**src/sv/assert_macros.svh**
```systemverilog
// ----------------------------------------------------------------------------
// Assertion macros
// Shared concurrent assertion forms; defining NO_ASSERTIONS compiles them out.
// ----------------------------------------------------------------------------
`ifndef ASSERT_MACROS_SVH
`define ASSERT_MACROS_SVH

`ifndef NO_ASSERTIONS

// a in this cycle implies b in the same cycle
`define ASSERT_SAME(label, clk, rst, a, b) \
  label: assert property (@(posedge clk) disable iff (rst) (a) |-> (b)) \
    else $error("same-cycle check failed");

// a in this cycle implies b in the next cycle
`define ASSERT_NEXT(label, clk, rst, a, b) \
  label: assert property (@(posedge clk) disable iff (rst) (a) |=> (b)) \
    else $error("next-cycle check failed");

`else

`define ASSERT_SAME(label, clk, rst, a, b)
`define ASSERT_NEXT(label, clk, rst, a, b)

`endif

`endif

```
**src/sv/sdww_pkg.sv**
```systemverilog
// ----------------------------------------------------------------------------
// sdww_pkg
// Types, panel constants and command codes of the display window writer.
// ----------------------------------------------------------------------------
`default_nettype none

package sdww_pkg;

  localparam int PANEL_WIDTH  = 240;
  localparam int PANEL_HEIGHT = 320;

  // width that holds either panel dimension itself
  localparam int DIM_MAX = (PANEL_WIDTH > PANEL_HEIGHT) ? PANEL_WIDTH : PANEL_HEIGHT;
  localparam int DIM_W   = $clog2(DIM_MAX + 1);

  localparam int ADDR_W  = 17;
  localparam int PIX_W   = 16;
  localparam int COORD_W = 16;
  localparam int CUR_W   = 17;
  localparam int PROD_W  = 2 * DIM_W + 1;
  localparam int SUM_W   = (PROD_W > ADDR_W) ? PROD_W : ADDR_W;

  // command codes
  localparam logic [7:0] CMD_COLSET = 8'h2A;
  localparam logic [7:0] CMD_ROWSET = 8'h2B;
  localparam logic [7:0] CMD_MEMWR  = 8'h2C;
  localparam logic [7:0] CMD_ACCESS = 8'h36;

  // access-control bit that swaps width and height
  localparam int SWAP_BIT = 5;

  // item kinds
  localparam logic REQ_LEVEL = 1'b0;
  localparam logic REQ_BYTE  = 1'b1;

  // window parameter bytes per command
  localparam logic [2:0] WIN_BYTES = 3'd4;

  typedef struct packed {
    logic       req_type;
    logic       dc_level;
    logic [7:0] data_byte;
  } in_item_t;

  typedef struct packed {
    logic [ADDR_W-1:0] pixel_addr;
    logic [PIX_W-1:0]  pixel_value;
  } out_item_t;

  typedef struct packed {
    logic             valid;
    out_item_t        item;
  } result_t;

  typedef struct packed {
    logic             swap;
    logic [CUR_W-1:0] cursor_row;
    logic [CUR_W-1:0] cursor_col;
  } addr_req_t;

  typedef struct packed {
    logic              in_range;
    logic [ADDR_W-1:0] addr;
  } addr_rsp_t;

  function automatic logic [DIM_W-1:0] eff_width(input logic swap);
    return swap ? DIM_W'(PANEL_HEIGHT) : DIM_W'(PANEL_WIDTH);
  endfunction

  function automatic logic [DIM_W-1:0] eff_height(input logic swap);
    return swap ? DIM_W'(PANEL_WIDTH) : DIM_W'(PANEL_HEIGHT);
  endfunction

endpackage

`default_nettype wire

```
**src/sv/sdww_in_if.sv**
```systemverilog
// ----------------------------------------------------------------------------
// sdww_in_if
// Byte channel: data/command line changes and SPI byte transfers.
// ----------------------------------------------------------------------------
`default_nettype none

interface sdww_in_if;
  logic       valid;
  logic       ready;
  logic       req_type;
  logic       dc_level;
  logic [7:0] data_byte;

  modport source (output valid, output req_type, output dc_level, output data_byte,
                  input ready);
  modport sink   (input valid, input req_type, input dc_level, input data_byte,
                  output ready);
endinterface

`default_nettype wire

```
**src/sv/sdww_out_if.sv**
```systemverilog
// ----------------------------------------------------------------------------
// sdww_out_if
// Pixel channel: framebuffer word writes.
// ----------------------------------------------------------------------------
`default_nettype none

interface sdww_out_if;
  logic                         valid;
  logic                         ready;
  logic [sdww_pkg::ADDR_W-1:0]  pixel_addr;
  logic [sdww_pkg::PIX_W-1:0]   pixel_value;

  modport source (output valid, output pixel_addr, output pixel_value, input ready);
  modport sink   (input valid, input pixel_addr, input pixel_value, output ready);
endinterface

`default_nettype wire

```
**src/sv/sdww_addr.sv**
```systemverilog
// ----------------------------------------------------------------------------
// sdww_addr
// Range check of the cursor and row * width + column address.
// ----------------------------------------------------------------------------
`default_nettype none

module sdww_addr (
  input  sdww_pkg::addr_req_t req,
  output sdww_pkg::addr_rsp_t rsp
);

  logic [sdww_pkg::DIM_W-1:0]  w;
  logic [sdww_pkg::DIM_W-1:0]  h;
  logic [sdww_pkg::PROD_W-1:0] prod;
  logic [sdww_pkg::SUM_W-1:0]  sum;

  // pick effective dimensions
  assign w = sdww_pkg::eff_width(req.swap);
  assign h = sdww_pkg::eff_height(req.swap);

  // cursor inside the effective panel
  assign rsp.in_range = (req.cursor_row < sdww_pkg::CUR_W'(h)) &&
                        (req.cursor_col < sdww_pkg::CUR_W'(w));

  // only low DIM_W bits matter when in range
  assign prod = sdww_pkg::PROD_W'(req.cursor_row[sdww_pkg::DIM_W-1:0]) *
                sdww_pkg::PROD_W'(w);
  assign sum  = sdww_pkg::SUM_W'(prod) +
                sdww_pkg::SUM_W'(req.cursor_col[sdww_pkg::DIM_W-1:0]);
  assign rsp.addr = sum[sdww_pkg::ADDR_W-1:0];

endmodule

`default_nettype wire

```
**src/sv/sdww_ctrl.sv**
```systemverilog
// ----------------------------------------------------------------------------
// sdww_ctrl
// Command decode, window registers, pixel assembly and cursor advance.
// ----------------------------------------------------------------------------
`default_nettype none

module sdww_ctrl (
  input  wire                 clk,
  input  wire                 rst,
  input  wire                 advance,
  input  sdww_pkg::in_item_t  item,
  output sdww_pkg::result_t   res
);

  localparam int CW = sdww_pkg::COORD_W;
  localparam int KW = sdww_pkg::CUR_W;

  logic                    dc_line, dc_line_next;
  logic [7:0]              current_command, current_command_next;
  logic [2:0]              param_count, param_count_next;
  logic [7:0]              param_bytes [3];
  logic [7:0]              param_bytes_next [3];
  logic                    pixel_phase_high, pixel_phase_high_next;
  logic [7:0]              held_high_byte, held_high_byte_next;
  logic [CW-1:0]           col_first, col_first_next;
  logic [CW-1:0]           col_last, col_last_next;
  logic [CW-1:0]           row_first, row_first_next;
  logic [CW-1:0]           row_last, row_last_next;
  logic [KW-1:0]           cursor_col, cursor_col_next;
  logic [KW-1:0]           cursor_row, cursor_row_next;
  logic [7:0]              access_control, access_control_next;

  logic                    swap;
  logic [CW-1:0]           win_lo;
  logic [CW-1:0]           win_hi;
  logic [CW-1:0]           col_lim;
  logic [CW-1:0]           row_lim;
  logic [KW-1:0]           col_inc;
  logic [KW-1:0]           row_inc;
  logic                    win_done;
  logic                    pixel_done;
  sdww_pkg::addr_req_t     areq;
  sdww_pkg::addr_rsp_t     arsp;

  assign swap    = access_control[sdww_pkg::SWAP_BIT];
  assign col_lim = CW'(sdww_pkg::eff_width(swap));
  assign row_lim = CW'(sdww_pkg::eff_height(swap));
  assign win_lo  = {param_bytes[0], param_bytes[1]};
  assign win_hi  = {param_bytes[2], item.data_byte};
  assign col_inc = cursor_col + KW'(1);
  assign row_inc = cursor_row + KW'(1);

  assign areq.swap       = swap;
  assign areq.cursor_row = cursor_row;
  assign areq.cursor_col = cursor_col;

  sdww_addr u_addr (
    .req (areq),
    .rsp (arsp)
  );

  // next state for one item
  always_comb begin
    dc_line_next          = dc_line;
    current_command_next  = current_command;
    param_count_next      = param_count;
    param_bytes_next      = param_bytes;
    pixel_phase_high_next = pixel_phase_high;
    held_high_byte_next   = held_high_byte;
    col_first_next        = col_first;
    col_last_next         = col_last;
    row_first_next        = row_first;
    row_last_next         = row_last;
    cursor_col_next       = cursor_col;
    cursor_row_next       = cursor_row;
    access_control_next   = access_control;
    win_done              = 1'b0;
    pixel_done            = 1'b0;

    if (item.req_type == sdww_pkg::REQ_LEVEL) begin
      dc_line_next = item.dc_level;
      if (!item.dc_level) begin
        param_count_next      = '0;
        pixel_phase_high_next = 1'b1;
      end
    end else if (!dc_line) begin
      current_command_next  = item.data_byte;
      param_count_next      = '0;
      pixel_phase_high_next = 1'b1;
    end else begin
      unique case (current_command)
        sdww_pkg::CMD_COLSET, sdww_pkg::CMD_ROWSET: begin
          // gather window bytes, ignore any past the fourth
          if (param_count < sdww_pkg::WIN_BYTES) begin
            if (param_count < sdww_pkg::WIN_BYTES - 3'd1) begin
              param_bytes_next[param_count[1:0]] = item.data_byte;
            end
            param_count_next = param_count + 3'd1;
            win_done = (param_count == sdww_pkg::WIN_BYTES - 3'd1);
          end
          if (win_done && current_command == sdww_pkg::CMD_COLSET) begin
            col_first_next  = win_lo;
            col_last_next   = (win_hi >= col_lim) ? col_lim - CW'(1) : win_hi;
            cursor_col_next = KW'(win_lo);
          end else if (win_done) begin
            row_first_next  = win_lo;
            row_last_next   = (win_hi >= row_lim) ? row_lim - CW'(1) : win_hi;
            cursor_row_next = KW'(win_lo);
          end
        end
        sdww_pkg::CMD_MEMWR: begin
          if (pixel_phase_high) begin
            held_high_byte_next   = item.data_byte;
            pixel_phase_high_next = 1'b0;
          end else begin
            pixel_phase_high_next = 1'b1;
            pixel_done            = 1'b1;
            // advance cursor, wrap within the window
            if (col_inc > KW'(col_last)) begin
              cursor_col_next = KW'(col_first);
              cursor_row_next = (row_inc > KW'(row_last)) ? KW'(row_first) : row_inc;
            end else begin
              cursor_col_next = col_inc;
            end
          end
        end
        sdww_pkg::CMD_ACCESS: begin
          access_control_next = item.data_byte;
        end
        default: begin
        end
      endcase
    end
  end

  // result for the item in flight
  assign res.valid            = pixel_done && arsp.in_range;
  assign res.item.pixel_addr  = arsp.addr;
  assign res.item.pixel_value = {held_high_byte, item.data_byte};

  // hold state, update once per processed item
  always_ff @(posedge clk) begin
    if (rst) begin
      dc_line          <= 1'b0;
      current_command  <= '0;
      param_count      <= '0;
      param_bytes      <= '{default: '0};
      pixel_phase_high <= 1'b0;
      held_high_byte   <= '0;
      col_first        <= '0;
      col_last         <= CW'(sdww_pkg::PANEL_WIDTH - 1);
      row_first        <= '0;
      row_last         <= CW'(sdww_pkg::PANEL_HEIGHT - 1);
      cursor_col       <= '0;
      cursor_row       <= '0;
      access_control   <= '0;
    end else if (advance) begin
      dc_line          <= dc_line_next;
      current_command  <= current_command_next;
      param_count      <= param_count_next;
      param_bytes      <= param_bytes_next;
      pixel_phase_high <= pixel_phase_high_next;
      held_high_byte   <= held_high_byte_next;
      col_first        <= col_first_next;
      col_last         <= col_last_next;
      row_first        <= row_first_next;
      row_last         <= row_last_next;
      cursor_col       <= cursor_col_next;
      cursor_row       <= cursor_row_next;
      access_control   <= access_control_next;
    end
  end

endmodule

`default_nettype wire

```
**src/sv/spi_display_window_writer.sv**
```systemverilog
// ----------------------------------------------------------------------------
// spi_display_window_writer
// Display controller window and memory-write path, byte in, pixel write out.
// ----------------------------------------------------------------------------
// The block takes one item per clock while no pixel write is stalled: an
// accepted item is held in the input register, is decoded against the
// window and cursor state, and any framebuffer write it causes is loaded
// into the output register as the item is processed, to be offered from there.
// The sustained rate of one item per cycle rests on the cursor update and the
// row times width multiply-add being combinational.
// While a pixel write waits unaccepted in the output register, the item
// behind it holds in the input register and the byte channel stalls.
`default_nettype none
`include "assert_macros.svh"

module spi_display_window_writer (
  input  wire         clk,
  input  wire         rst,
  sdww_in_if.sink     bytes,
  sdww_out_if.source  pixels
);

  logic                 in_valid_q;
  sdww_pkg::in_item_t   in_q;
  logic                 out_valid_q;
  sdww_pkg::out_item_t  out_q;
  logic                 advance;
  sdww_pkg::result_t    res;

  // process the held item when the output side can take its result
  assign advance     = in_valid_q && (!out_valid_q || pixels.ready);
  assign bytes.ready = !in_valid_q || advance;

  // input register
  always_ff @(posedge clk) begin
    if (rst) begin
      in_valid_q <= 1'b0;
    end else if (bytes.valid && bytes.ready) begin
      in_valid_q <= 1'b1;
    end else if (advance) begin
      in_valid_q <= 1'b0;
    end
  end

  always_ff @(posedge clk) begin
    if (bytes.valid && bytes.ready) begin
      in_q.req_type  <= bytes.req_type;
      in_q.dc_level  <= bytes.dc_level;
      in_q.data_byte <= bytes.data_byte;
    end
  end

  sdww_ctrl u_ctrl (
    .clk     (clk),
    .rst     (rst),
    .advance (advance),
    .item    (in_q),
    .res     (res)
  );

  // output register
  always_ff @(posedge clk) begin
    if (rst) begin
      out_valid_q <= 1'b0;
    end else if (advance) begin
      out_valid_q <= res.valid;
    end else if (pixels.ready) begin
      out_valid_q <= 1'b0;
    end
  end

  always_ff @(posedge clk) begin
    if (advance && res.valid) begin
      out_q <= res.item;
    end
  end

  assign pixels.valid       = out_valid_q;
  assign pixels.pixel_addr  = out_q.pixel_addr;
  assign pixels.pixel_value = out_q.pixel_value;

  // empty input register always takes an item
  `ASSERT_SAME(a_in_ready_empty, clk, rst, !in_valid_q, bytes.ready)
  // stalled item stays put
  `ASSERT_NEXT(a_in_hold, clk, rst, in_valid_q && !advance, in_valid_q && $stable(in_q))
  // item without a write leaves no pixel behind
  `ASSERT_NEXT(a_no_spurious, clk, rst, advance && !res.valid, !pixels.valid)

endmodule

`default_nettype wire

```
**src/flat_wrapper.sv**
```systemverilog
// flat-port wrapper written by rule: the top's interface ports become plain ports
module spi_display_window_writer_flat 
  (clk, rst, bytes_valid, bytes_req_type, bytes_dc_level, bytes_data_byte, bytes_ready, pixels_valid, pixels_pixel_addr, pixels_pixel_value, pixels_ready);
  sdww_in_if bytes_i ();
  sdww_out_if pixels_i ();
  input  wire clk;
  input  wire rst;
  input wire logic [$bits(bytes_i.valid)-1:0] bytes_valid;
  input wire logic [$bits(bytes_i.req_type)-1:0] bytes_req_type;
  input wire logic [$bits(bytes_i.dc_level)-1:0] bytes_dc_level;
  input wire logic [$bits(bytes_i.data_byte)-1:0] bytes_data_byte;
  output wire logic [$bits(bytes_i.ready)-1:0] bytes_ready;
  output wire logic [$bits(pixels_i.valid)-1:0] pixels_valid;
  output wire logic [$bits(pixels_i.pixel_addr)-1:0] pixels_pixel_addr;
  output wire logic [$bits(pixels_i.pixel_value)-1:0] pixels_pixel_value;
  input wire logic [$bits(pixels_i.ready)-1:0] pixels_ready;
  assign bytes_i.valid = bytes_valid;
  assign bytes_i.req_type = bytes_req_type;
  assign bytes_i.dc_level = bytes_dc_level;
  assign bytes_i.data_byte = bytes_data_byte;
  assign bytes_ready = bytes_i.ready;
  assign pixels_valid = pixels_i.valid;
  assign pixels_pixel_addr = pixels_i.pixel_addr;
  assign pixels_pixel_value = pixels_i.pixel_value;
  assign pixels_i.ready = pixels_ready;
  spi_display_window_writer u_core (.clk(clk), .rst(rst), .bytes(bytes_i), .pixels(pixels_i));
endmodule
```
**config.mk**
```make
export PLATFORM = sky130hd
export DESIGN_NAME = spi_display_window_writer_flat
export DESIGN_NICKNAME = d
export VERILOG_FILES = /design/src/sv/sdww_pkg.sv /design/src/sv/sdww_in_if.sv /design/src/sv/sdww_out_if.sv /design/src/sv/sdww_addr.sv /design/src/sv/sdww_ctrl.sv /design/src/sv/spi_display_window_writer.sv /design/src/flat_wrapper.sv
export VERILOG_INCLUDE_DIRS = /design/src /design/src/sv
export SDC_FILE = /design/constraint.sdc
export NUM_CORES = 1
export LEC_CHECK = 0
export BUFFER_PORTS_ARGS = -buffer_cell sky130_fd_sc_hd__buf_2
export CORE_ASPECT_RATIO = 1.4
export CORE_MARGIN = 2
export CORE_UTILIZATION = 45
export CTS_CLUSTER_DIAMETER = 50
export CTS_CLUSTER_SIZE = 12
export DETAILED_ROUTE_END_ITERATION = 10
export GPL_ROUTABILITY_DRIVEN = 0
export SYNTH_ARGS = -nofsm -noshare
export SYNTH_HDL_FRONTEND = slang
export SYNTH_HIERARCHICAL = 1
export SYNTH_SLANG_ARGS = --single-unit
```
**constraint.sdc**
```tcl
create_clock -name clk -period 6.8 [get_ports clk]
set_input_delay 1.36 -clock clk [delete_from_list [all_inputs] [get_ports clk]]
set_output_delay 1.36 -clock clk [all_outputs]
set_load 0.05 [all_outputs]
```
# Word-level counts from Yosys, hierarchy flattened
# Index checks and enable logic that the tools add are counted.
# totals
in_bits	14
wordCells	121
ff_bits	194
# classes
add_sub_neg	6
n_bitwise	4
mul	1
eq_ne	14
reduce_logical	26
mux	38
magnitude_cmp	10
# op_table
operator	n
$mux 17	8
$pmux 17 s2	2
$add 17x1->17 const B	2
$gt 17x16->1	2
$lt 17x9->1	2
$eq 8x6->1 const B	4
$ge 16x9->1	2
$mux 16	2
$bwmux 24	1
$sub 9x1->10 const B	2
$mux 9	2
$reduce_and 6->1	3
$add 17x9->17	1
$mul 9x9->17	1
$demux 8 s2	1
$mux 1	16
$mux 3	5
$ne 2x2->1 const B	5
$reduce_and 5->1	2
$ne 3x3->1 const B	3
$mux 8	1
$reduce_and 4->1	2
$reduce_and 8->1	1
$logic_and 1x1->1	7
other kinds (15)	22

# Longest topological paths before layout
# Gate-level depths: netlist (run 1).
# depth
word_depth	8
ltp_mapped	17

# Cells and area by module
# The synthesis (run 1) kept the hierarchy.
# by_module_without_submodules
module	area_each_um2	cells_per_inst	n_inst
sdww_ctrl	8112.8	1021	1
sdww_addr	1824.2	206	1
spi_display_window_writer	1393.8	54	1

# Worst setup path after synthesis (run 1)
# Ideal clock, no wire load.
# synth_timing
kind	register -> register
start	register u_core.u_ctrl.access_control[5]
end	register u_core.out_q, in the netlist u_core/pixels.pixel_addr[13] (data pin)
arrival_ps	4362
synth_period_minus_slack_ps	4622
path_buffers	2
stages_incl_launch_ff	18
t_required_ps	6540
slack_ps	2178
cell_sequence	dfxtp_1 > buf_2 > buf_2 > inv_1 > ha_1 > ha_1 > inv_1 > fa_1 > fa_1 > inv_1 > ha_1 > ha_1 > ha_1 > and2_4 > a311oi_2 > o21ai_1 > a21oi_2 > xnor2_1
# synth_rtl
element	line	rtl
start, declared	sdww_ctrl.sv:31	logic [7:0] access_control, access_control_next;
start signal, assigned	sdww_ctrl.sv:170	access_control <= access_control_next;
end signal, assigned	spi_display_window_writer.sv:74	out_q <= res.item;
end, declared	spi_display_window_writer.sv:26	sdww_pkg::out_item_t out_q;

==> impl_metrics.json, run 1 <==
{
  "period_minus_slack_ps": 4864,
  "synth_most_common_cell": "nand2_1",
  "synth.distinct_cells": 81,
  "grt_pass1_wl_mm": 46.09,
  "cts_tree": "built",
  "crit_path_end_kind": "register",
  "postSynth.asyncResetShare": 0,
  "netlist_instances": 1281,
  "leakage_uw": 0.005113,
  "final_net_count": 1412,
  "yosys-top-cells-area": "dfxtp_1 (26%), ha_1 (12%), edfxtp_1 (11%), nand2_1 (5.6%), a21oi_1 (4.6%)",
  "slowest_stage": "dfxtp_1",
  "start_util": 0.4592,
  "fp.dieH_um": 191.8,
  "slew_headroom": 0.1863,
  "port_buffers": 48,
  "grt_overflow": 0,
  "die_x_um": 138.1,
  "grt_pass1_vias": 8763,
  "io_pins": 49,
  "clock-skew-final_ps": 11.99,
  "fin_setup_tns_ps": 0,
  "synth_seq_area_share": 0.3719,
  "synth_ff_type": "dfxtp_1",
  "multi_input_area_um2": 6390,
  "setup_viol": 0,
  "max_cap_viol_count": 0,
  "path_cells": "buf_4 > nor2b_1 > a21o_1 > ha_1 > inv_1 > fa_1 > inv_1 > fa_1 > ha_1 > fa_1 > ha_1 > and2_4 > a311oi_2 > o21ai_1 > a21oi_2 > xnor2_1",
  "wl_per_cell_um": 17.81,
  "ys_ff_latch": 189,
  "min-delay-path-class": "register to register",
  "synth_nets": 1417,
  "outcome": "finished clean",
  "path_class": "register to register",
  "cts-root-buf": "clkbuf_16",
  "vdd_ir_drop_max_v": 0.0001766,
  "via_per_inst": 5.572,
  "clkSinkCount": 189,
  "htreeDepth": 4,
  "fin_util": 0.4975,
  "wl_mm": 28.57,
  "synth_area_um2": 11330,
  "arrival_ps": 5080,
  "grt_setup_unrepaired": "no",
  "grt_usage": 0.2182,
  "numCtsBuffers": 17,
  "num_antenna_cells": 0,
  "powerDensity_nw_per_um2": 181.9,
  "worstMarginPinSlew_ps": 1214,
  "drt_pass1_iterations": 7,
  "drt_iter0_drc": 424,
  "clockBufferDepth": 2,
  "cts.reportedPaths.clkPinSlew_ps": 80,
  "cts-resized-gates": 0,
  "critPathLaunchType": "register",
  "drcViolationCount": 0,
  "core_um2": 24670,
  "rows": 68,
  "netlist.area_leader.share": 0.2580,
  "synth_area_per_cell_um2": 8.845,
  "path_max_fanout": 20,
  "synthToLayoutAreaGrowth_pct": 8.337,
  "maxSlewViolCount": 0,
  "grt_max_degree": 64,
  "hold_buffers": 0,
  "fillCellCount": 2366,
  "dp_hpwl_mm": 20.17,
  "seq_area_um2": 4214,
  "clock_latency_ps": 460,
  "antenna_found_initial": 0,
  "required_ps": 7010,
  "fmax_mhz": 205.6,
  "synth_edf_count": 43,
  "num_vias": 8937,
  "hold_violations": 0,
  "yosys.area.top_type": "dfxtp_1",
  "slowest_delay_ps": 640,
  "layout-drive-gt1-share": 0.1009,
  "cts_setup_buffers": 0,
  "ys_top_cells_by_count": "nand2_1 (170), dfxtp_1 (146), ha_1 (107)",
  "antenna_left": 0,
  "yosysWarnings": 6,
  "fin_crit_sh": 0.7152,
  "die_area_um2": 26480
}
placed cells by master, fill, tap and decap left out, drive strengths merged, types with 11 or more instances in the layout:
| cell type | synthesis | final |
|---|---|---|
| nor2 | 91 | 91 |
| a21o | 11 | 11 |
| mux2i | 25 | 25 |
| xnor2 | 33 | 33 |
| a31oi | 13 | 13 |
| a21oi | 109 | 109 |
| ha | 107 | 107 |
| inv | 87 | 95 |
| buf | 37 | 62 |
| xor2 | 12 | 12 |
| a211oi | 18 | 18 |
| dfxtp | 146 | 146 |
| nor3 | 50 | 50 |
| mux2 | 14 | 14 |
| nand4 | 20 | 20 |
| nor3b | 12 | 12 |
| edfxtp | 43 | 43 |
| o21bai | 19 | 19 |
| nand3 | 58 | 58 |
| fa | 15 | 15 |
| clkbuf | 49 | 18 |
| nand2 | 171 | 171 |
| o21ai | 28 | 28 |
where the power goes:
part | internal (µW) | leakage [µW] | switching [µW]
Clock | 529 | 0.000293 | 499
Sequential | 1150 | 0.00152 | 11.9
Combinational | 13.9 | 0.00330 | 29.6
Total | 1690 | 0.00511 | 540
kinds of logic (layout without fill, tap and decap cells):
group,count (synthesis),count (layout),synth area share
simple gates,465,465,0.1992
mux,39,39,0.03600
fa+ha+maj,122,122,0.1447
flops,189,189,0.3719
buf+inv,173,181,0.06725
xor+xnor,45,45,0.03545
compound gates,248,248,0.1455
per-stage QoR:
step                cells  setup slack, ps  hold slack, ps  total power [µW]  cell area, µm²
floorplan            1281             2178           408.1              1217           11330
global placement     1572             2015           413.4              1231           11670
detailed placement   1572             1978           417.5              1232           11670
CTS                  1604             1952           431.6              2261           12280
global route         1604             1652           432.6              2306           12280
finish               1604             1936           437.1              2233           12280
worst max-delay path, delay by kind of cell, from the launching register on:
family / cells / cell delay [ps]
buffers and inverters: 3 / 470
XOR/XNOR: 1 / 70
AND/OR/NAND/NOR: 2 / 330
adder cells (fa/ha/maj): 6 / 2370
flip-flops: 1 / 640
AO/OA/AOI/OAI: 4 / 730
area by class of cell:
| cell class | instances | share of cell area |
|---|---|---|
| clock buffers | 18 | 0.03496 |
| clock inverters | 14 | 0.01417 |
| multi-input cells | 919 | 0.5205 |
| repair buffers | 62 | 0.02834 |
| inverters | 87 | 0.02660 |
| well taps | 315 | 0.03211 |
| flip-flops and latches | 189 | 0.3433 |
registers in the layout (all words and copies together) (netlist names), 3 cells and up:
name and count:
u_core/u_ctrl/col_last 16, u_core/u_ctrl/cursor_row 17, u_core/u_ctrl/col_first 16, u_core/u_ctrl/held_high_byte 8, u_core/u_ctrl/param_bytes 24, u_core/pixels.pixel_value 16, u_core/u_ctrl/row_first 16, u_core/u_ctrl/param_count 3
u_core/pixels.pixel_addr 17, u_core/u_ctrl/cursor_col 17, u_core/in_q 10, u_core/u_ctrl/row_last 16, u_core/u_ctrl/current_command 8
metal layers:
metal	wire length (µm)	share of wire	vias to the layer above	GRT usage
met2	14950	0.52	186	0.4073
met5	0	0	-	0
met3	997	0.035	34	0.02992
li1	-	-	4467	-
met4	711	0.025	0	0.07575
met1	11910	0.42	4250	0.2559
final timing paths:
kind                                                              startpoint                                       to  slack [ps]  cells after the start
worst max-delay path            u_core/u_ctrl/access_control[5]$_SDFFE_PP0P_   u_core/pixels.pixel_addr[13]$_DFFE_PP_        1940                     16
worst min-delay path            u_core/u_ctrl/held_high_byte[5]$_SDFFE_PP0P_  u_core/pixels.pixel_value[13]$_DFFE_PP_         440                      0
worst max register to register  u_core/u_ctrl/access_control[5]$_SDFFE_PP0P_   u_core/pixels.pixel_addr[13]$_DFFE_PP_        1940                     16
worst min register to register  u_core/u_ctrl/held_high_byte[5]$_SDFFE_PP0P_  u_core/pixels.pixel_value[13]$_DFFE_PP_         440                      0
Note: power is estimated with default switching activity, not from simulation.
==> run 2: changes to the inputs <==
==> constraint.sdc (replaced) <==
create_clock -name clk -period 5 [get_ports clk]
set_input_delay 1 -clock clk [delete_from_list [all_inputs] [get_ports clk]]
set_output_delay 1 -clock clk [all_outputs]
set_load 0.05 [all_outputs]
==> impl_metrics.json, run 2 (synthesized netlist as in run 1, its figures left out) <==
{
  "path_cells": "inv_1 > ha_1 > ha_1 > fa_1 > inv_1 > fa_1 > inv_1 > ha_1 > ha_1 > ha_1 > a21oi_1 > nand2_1 > o21ai_1 > o21ai_1 > xnor2_1",
  "wl_per_cell_um": 17.92,
  "port_buffers": 48,
  "fin_setup_tns_ps": 0,
  "htreeDepth": 4,
  "critPathLaunchType": "register",
  "clock-skew-final_ps": 11.58,
  "clkSinkCount": 189,
  "numCtsBuffers": 17,
  "cts-root-buf": "clkbuf_16",
  "fin_util": 0.4998,
  "setup_viol": 0,
  "final_cell_mix": "nand2_1 (170), dfxtp_1 (146), ha_1 (107)",
  "start_util": 0.4592,
  "p_sw_uw": 724.5,
  "fin_crit_sh": 0.9398,
  "grt_pass1_wl_mm": 46.60,
  "drt_pass1_iterations": 5,
  "p_seq_frac": 0.523,
  "crit_path_end_kind": "register",
  "hold_start": "u_core/u_ctrl/held_high_byte[3]$_SDFFE_PP0P_",
  "powerDensity_nw_per_um2": 245.1,
  "layout-drive-gt1-share": 0.1058,
  "comb_power_share": 0.019,
  "cts_setup_buffers": 0,
  "antenna_left": 0,
  "grt_max_degree": 90,
  "io_pins": 49,
  "pwr-share-clk": 0.458,
  "hold_depth": 0,
  "synthToLayoutAreaGrowth_pct": 8.845,
  "outcome": "finished clean",
  "cell_internal_pwr_uw": 2298,
  "clockBufferDepth": 2,
  "drcViolationCount": 0,
  "rows": 68,
  "fmax_mhz": 212.8,
  "regMostFlops": "u_core/u_ctrl/param_bytes",
  "die_area_um2": 26480,
  "dp_hpwl_mm": 20.58,
  "slowest_stage": "dfxtp_1",
  "drt_iter0_drc": 591,
  "r2r_cells": 15,
  "worstMarginPinSlew_ps": 1028,
  "hold_slack_ps": 436.8,
  "final_net_count": 1418,
  "cts.reportedPaths.clkPinSlew_ps": 80,
  "core_um2": 24670,
  "final_common_cell": "nand2_1",
  "path_max_fanout": 17,
  "fp.dieH_um": 191.8,
  "grt_usage": 0.2200,
  "reg2reg_from": "u_core/u_ctrl/access_control[5]$_SDFFE_PP0P_",
  "switching_share": 0.2397,
  "wl_mm": 28.85,
  "period_minus_slack_ps": 4699,
  "max_cap_viol_count": 0,
  "slew_headroom": 0.3134,
  "path_common_cell": "ha_1",
  "path_class": "register to register",
  "clock_latency_ps": 440,
  "grt_setup_unrepaired": "no",
  "vdd_ir_drop_max_v": 0.0003191,
  "leakage_uw": 0.005148,
  "r2r_setup_slack_ps": 300,
  "num_antenna_cells": 0,
  "crit_start": "u_core/u_ctrl/access_control[5]$_SDFFE_PP0P_",
  "cts_tree": "built",
  "hold_violations": 0,
  "maxSlewViolCount": 0,
  "min_to": "u_core/pixels.pixel_value[11]$_DFFE_PP_",
  "arrival_ps": 4890,
  "r2r-end": "u_core/pixels.pixel_addr[16]$_DFFE_PP_",
  "min-delay-path-class": "register to register",
  "num_vias": 9033,
  "grt_overflow": 0,
  "via_per_inst": 5.611,
  "cts-resized-gates": 0,
  "antenna_found_initial": 0,
  "slowest_delay_ps": 680,
  "hold_buffers": 0,
  "largest_reg_flops": 24,
  "grt_pass1_vias": 8900,
  "required_ps": 5190,
  "die_x_um": 138.1
}
-- run 2: cell types whose count changed in the layout (fill, tap and decap cells not counted) --
cell,delta
clkinv_4,+3
buf_12,+1
clkbuf_1,-1
inv_8,-2
buf_4,+5
-- run 2: metal layers --
metal	share of wire	vias up	track usage
li1	-	4482	-
met2	0.52	212	0.4115
met1	0.42	4293	0.2531
met3	0.035	46	0.02817
met4	0.032	0	0.09027
met5	0	-	0
-- run 2: how the worst max path moves through the flow --
stage               slack [ps]  cells after the start                                     end
floorplan                  380                     17  u_core/pixels.pixel_addr[13]$_DFFE_PP_
finish                     300                     15  u_core/pixels.pixel_addr[16]$_DFFE_PP_
global placement           420                     15  u_core/pixels.pixel_addr[16]$_DFFE_PP_
global route                20                     15  u_core/pixels.pixel_addr[16]$_DFFE_PP_
detailed placement         320                     15  u_core/pixels.pixel_addr[16]$_DFFE_PP_
CTS                        310                     15  u_core/pixels.pixel_addr[16]$_DFFE_PP_
-- run 2: power by group through the flow --
stage | logic, µW | registers [µW] | clock network [µW]
2_1_floorplan | 50.5 | 1600 | 0
3_3_place_gp | 56.8 | 1620 | 0
5_1_grt | 62.6 | 1580 | 1470
6_report | 56.8 | 1580 | 1380
3_5_place_dp | 57.2 | 1620 | 0
4_1_cts | 57.3 | 1580 | 1410
-- run 2: through the flow --
stage          instance area [µm²]  instances  worst slack, ps  power [µW]
3_3_place_gp                 11730       1578            415.9        1675
4_1_cts                      12330       1610            305.5        3053
3_5_place_dp                 11730       1578            320.6        1675
2_1_floorplan                11330       1281            377.6        1655
5_1_grt                      12330       1610            17.76        3112
6_report                     12330       1610            301.2        3022
-- run 2: critical path: cells and delay by family, from the launching register on --
kind,cells,cell delay [ps]
simple gates,1,80
xor+xnor,1,140
buf+inv,3,310
fa+ha+maj,7,2580
flops,1,680
compound gates,3,670
-- run 2: final cells by class --
type,count,area [µm²]
Timing Repair Buffer,68,405.4
Clock inverter,15,177.7
Tap cell,315,394.1
Multi-Input combinational cell,919,6390
Sequential cell,189,4214
Fill cell,2397,12340
Inverter,87,326.6
Clock buffer,17,425.4
